===== src/rtl/wpla_pkg.sv =====
`timescale 1ns / 1ps

package wpla_pkg;

    // Width and reset value of the window length register.
    localparam int WIN_BITS = 9;
    localparam logic [WIN_BITS-1:0] WIN_RESET = 9'd16;

    // Defaults for the top-level parameters.
    localparam int MAX_WINDOW_DEF = 256;
    localparam int TIME_BITS_DEF  = 48;

    // Commands from the controller to the datapath.
    typedef struct packed {
        logic load;      // capture the packet report and read the oldest latency
        logic sub;       // remove the oldest latency from the sum when the ring is full
        logic add;       // add the new latency, write the ring, arm the divider
        logic div_step;  // one quotient bit of the average
        logic out_load;  // move the quotient into the output register
    } t_cmd;

    // Status from the datapath to the controller.
    typedef struct packed {
        logic reached;   // reached flag of the offered packet report
        logic div_last;  // the current divider step yields the last quotient bit
        logic out_free;  // the output register can take a new result
    } t_status;

endpackage


===== src/rtl/wpla_ctrl.sv =====
`timescale 1ns / 1ps

module wpla_ctrl (
    input  logic              i_clk,
    input  logic              i_rst_n,
    input  logic              i_in_valid,
    input  wpla_pkg::t_status i_status,
    output logic              o_in_ready,
    output wpla_pkg::t_cmd    o_cmd
);
    import wpla_pkg::*;

    localparam logic [2:0] S_IDLE = 3'd0;
    localparam logic [2:0] S_SUB  = 3'd1;
    localparam logic [2:0] S_ADD  = 3'd2;
    localparam logic [2:0] S_DIV  = 3'd3;
    localparam logic [2:0] S_OUT  = 3'd4;

    logic [2:0] r_state;
    logic [2:0] n_state;

    always_comb begin
        n_state = r_state;
        o_cmd   = '0;
        unique case (r_state)
            S_IDLE: begin
                // A report that did not arrive is taken and dropped here.
                if (i_in_valid && i_status.reached) begin
                    o_cmd.load = 1'b1;
                    n_state    = S_SUB;
                end
            end
            S_SUB: begin
                o_cmd.sub = 1'b1;
                n_state   = S_ADD;
            end
            S_ADD: begin
                o_cmd.add = 1'b1;
                n_state   = S_DIV;
            end
            S_DIV: begin
                o_cmd.div_step = 1'b1;
                if (i_status.div_last) begin
                    n_state = S_OUT;
                end
            end
            S_OUT: begin
                if (i_status.out_free) begin
                    o_cmd.out_load = 1'b1;
                    n_state        = S_IDLE;
                end
            end
            default: begin
                n_state = S_IDLE;
            end
        endcase
    end

    assign o_in_ready = (r_state == S_IDLE);

    always_ff @(posedge i_clk) begin
        if (!i_rst_n) begin
            r_state <= S_IDLE;
        end else begin
            r_state <= n_state;
        end
    end

endmodule


===== config.mk =====
export PLATFORM = sky130hd
export DESIGN_NAME = wpla_ctrl
export DESIGN_NICKNAME = d
export VERILOG_FILES = /design/src/rtl/wpla_pkg.sv /design/src/rtl/wpla_ctrl.sv
export SDC_FILE = /design/constraint.sdc
export NUM_CORES = 1
export LEC_CHECK = 0
export ABC_AREA = 1
export BUFFER_PORTS_ARGS = -buffer_cell sky130_fd_sc_hd__buf_2
export CAP_MARGIN = 20
export CELL_PAD_IN_SITES_DETAIL_PLACEMENT = 0
export CELL_PAD_IN_SITES_GLOBAL_PLACEMENT = 1
export CORE_AREA = 2 2 39 41
export CTS_CLUSTER_DIAMETER = 60
export CTS_CLUSTER_SIZE = 10
export DETAILED_ROUTE_END_ITERATION = 12
export DIE_AREA = 0 0 41 43
export HOLD_SLACK_MARGIN = 0.1
export PLACE_DENSITY_LB_ADDON = 0.12
export SETUP_SLACK_MARGIN = 0.2
export SLEW_MARGIN = 20
export SYNTH_ARGS = -nofsm -noshare
export SYNTH_HDL_FRONTEND = slang
export SYNTH_SLANG_ARGS = --single-unit

===== constraint.sdc =====
create_clock -name i_clk -period 1.2 [get_ports i_clk]
set_clock_uncertainty 0.2 [all_clocks]
set_input_delay 0.18 -clock i_clk [delete_from_list [all_inputs] [get_ports i_clk]]
set_output_delay 0.18 -clock i_clk [all_outputs]
set_load 0.01 [all_outputs]

==> summary.md <==
| Metric | Value |
|---|---|
| Maxcap violations | `0` |
| Mux cell area share after synthesis | `0%` |
| IO Port Bufs | `11` |
| Clock Tree Root | `clkbuf_4` |
| CP top delay family | `flip-flops` |
| Hold Crit Class | `in -> reg` |
| Cell variety after synth | `14` |
| Fillers | `approximately 160` |
| H-tree depth | `1` |
| Largest family of logic cells by synthesized area | `simple AND/OR/NAND/NOR gates` |
| Setup CP Type | `reg -> out` |
| Hold Path Stages | `3` |
| FF-to-FF setup slack | `-10 ps` |
| Fin. Hold Viols | `1` |
| DR WL/cell | `8.96 um` |
| Synth Area in Simple Gates | `approximately 57%` |
| Total gr overflow | `0` |
| Largest register FFs | `3` |
| Syn nets | `40` |
| Max incr delay on CP | `about 360 ps` |
| Crit. End Element | `output pin` |
| DRT antenna net count | `0` |
| Antenna diodes | `0` |
| Worst setup SP type | `register` |
| R2R Path Start | `r_state[2]` |
| Final setup margin | `-188 ps` |
| Growth of design area from synthesis to finish | `98.9%` |
| Leakage power total | `~0.22 nW` |
| Ys flop type | `dfxtp_1` |
| Pins Over Slew Limit | `0` |
| Vias in the first global route | `roughly 270` |
| Largest net degree at the start of global routing | `7` |
| Top post-synthesis cells by area | `dfxtp_1 27%, nor2_1 12%, inv_1 10%` |
| Inserted Clock Buffers | `3` |
| Clk slew on worst S/H paths | `approximately 40 ps` |
| Slowest CP cell | `dfxtp_4` |
| Hold Crit Start | `i_rst_n` |
| Worst-skew pair later-pin latency | `230 ps` |
| Clk sinks | `3` |
| First-pass GRT wire length | `approximately 990 um` |
| Final net count | `59` |
| FMAX | `between 700 and 800 MHz` |
| Layout cells sized above 1 | `67.3%` |
| Top cell type's share of synthesized area | `~27%` |
| Post-synthesis compound-gate area fraction | `~2.2%` |
| Post-synthesis instance total | `34` |
| Gpl congestion | `between 0.6 and 0.7` |
| Failing checks | `negative hold slack, negative setup slack` |
| XOR/XNOR Fraction of Synth Area | `0%` |
| Detailed placement HPWL | `slightly below 500 um` |
| EDFF count, synth | `0` |
| Status | `finished, violations left` |
| Max Buffers Root-to-Sink | `2` |
| Post-synth top cells | `7 x nor2_1, 6 x inv_1, 3 x dfxtp_1, 3 x nand2_1, 3 x nand3_1` |
| Peak supply drop | `0.000787 V` |
| Mapped Area | `~220 um2` |
| Die footprint | `0.00176 mm2` |
| Vias per cell | `just over 4` |
| Most frequent cell after synthesis | `nor2_1` |
| Syn Area/Cell | `around 6.6 um2` |
| Buffers and inverters on the worst path | `1` |
| Most flops, register | `r_state` |
| Relative slew slack | `86.1%` |
| CP Max Fanout | `5` |
| Antenna violations before repair | `0` |
| Seq cells post-synth | `3` |
| Worst path cell trace | `nor4_4, buf_2` |
| Min Tclk post-route | `1390 ps` |
| RSZ-0062 raised after global routing | `true` |
| Largest regs | `r_state: 3 flops` |
| # DRC | `0` |
| Post-Synth Adder-Cell Area | `0%` |
| Initial Util | `~16%` |
| I/O pin total | `12` |
| Required @ worst endpoint | `just over 800 ps` |
| Synth warn | `0` |
| Worst Tran Pin Value | `~210 ps` |
| PnR Total Power | `approximately 1.3 mW` |
| Crit Reg-Reg Endpoint | `r_state[1]` |
| Crit path DAT | `between 1000 and 1500 ps` |
| Largest area contributor in the netlist | `dfxtp_1` |
| DRT Pass-1 Iters | `3` |
| Detailed-route via count | `275` |
| R2r worst-path depth | `6` |
| PwrDens | `about 2900 mW/mm2` |
| Placed Instances | `61` |
| Row count | `14` |
| CTS tree | `yes` |
| Seq/Total Area, Yosys | `about 27%` |
| Worst Hold Path EP | `r_state[2]` |
| Hold Worst Slack | `-3.90 ps` |
| Number of DRC markers in iteration 0 | `1` |
| Core Area | `between 0.001 and 0.0015 mm2` |
| Fin cells | `between 60 and 70` |
| Die extent in x | `41 um` |
| Overall routing resource usage | `around 8.3%` |
| Setup Viol. Count Final | `8` |
| Total routed wirelength | `between 600 and 700 um` |
| Synth async-reset ratio | `0%` |
| Fin crit share | `116%` |
| Chip Height | `approximately 43 um` |
through the flow:
step,setup WS (ps),TNS [ps],instance area [um2],util [%]
global route,-256,-1450,443,32.0
CTS,-208,-1050,415,30.0
floorplan,103,0,269,-
detailed placement,-6.62,-6.62,340,24.6
global placement,6.56,0,340,24.6
finish,-188,-955,443,32.0
per-layer routing:
layer	wire, um	part of all wire, %	vias up	GRT usage (%)
met5	0	0	-	0
met1	236	39	126	9.00
met2	344	56	5	13.4
met3	27	4.4	0	1.57
met4	0	0	0	6.00
li1	-	-	144	-
how the worst max path moves through the flow:
| stage | from | end | slack, ps | depth (start not counted) |
|---|---|---|---|---|
| 4_1_cts | r_state[0] | o_cmd[0] | -210 | 2 |
| 3_3_place_gp | r_state[0] | o_cmd[4] | 7 | 4 |
| 5_1_grt | r_state[0] | o_cmd[0] | -260 | 2 |
| 6_report | r_state[0] | o_cmd[0] | -190 | 2 |
| 3_5_place_dp | r_state[0] | o_cmd[4] | -7 | 4 |
| 2_1_floorplan | r_state[2] | o_cmd[4] | 100 | 3 |
tightest hold or removal path: stages:
cell     delay [ps]
buf_2           110
nand2_1          70
nor2_2           30
kinds of logic after synthesis:
kind of cell,count (synthesis)
compound gates,1
flops,3
buf+inv,7
simple gates,23
placed cells by master (no fill, tap or decap), drive strengths merged:
master  synthesis  final
nor2           10     10
nand3b          1      1
nand3           5      5
clkbuf          0      4
nor3            1      1
o21ai           1      1
nor4            1      1
inv             6      6
buf             1     15
dfxtp           3      3
nand2           5      5
power by group:
| group | internal (mW) | switching [mW] |
|---|---|---|
| clock | 0.125 | 0.0517 |
| combinational | 0.369 | 0.426 |
| sequential | 0.183 | 0.118 |
| total | 0.676 | 0.596 |
repair_timing:
| action | CTS | global route |
|---|---|---|
| gates resized for setup | 8 | 3 |
| pin swaps | 5 | 3 |
| endpoints found under the setup margin | 9 | 9 |
| buffers inserted | 2 | 1 |
| endpoints found under the hold margin | 3 | 3 |
area by class of cell:
cell class | count | area (um2) | area share, %
well taps | 16 | 20.0 | 4.52
flip-flops and latches | 3 | 71.3 | 16.1
clock buffers | 4 | 26.3 | 5.93
multi-input cells | 24 | 201 | 45.5
inverters | 6 | 25.0 | 5.65
repair buffers | 15 | 98.8 | 22.3
No activity file was read; power rests on OpenSTA's default activity.
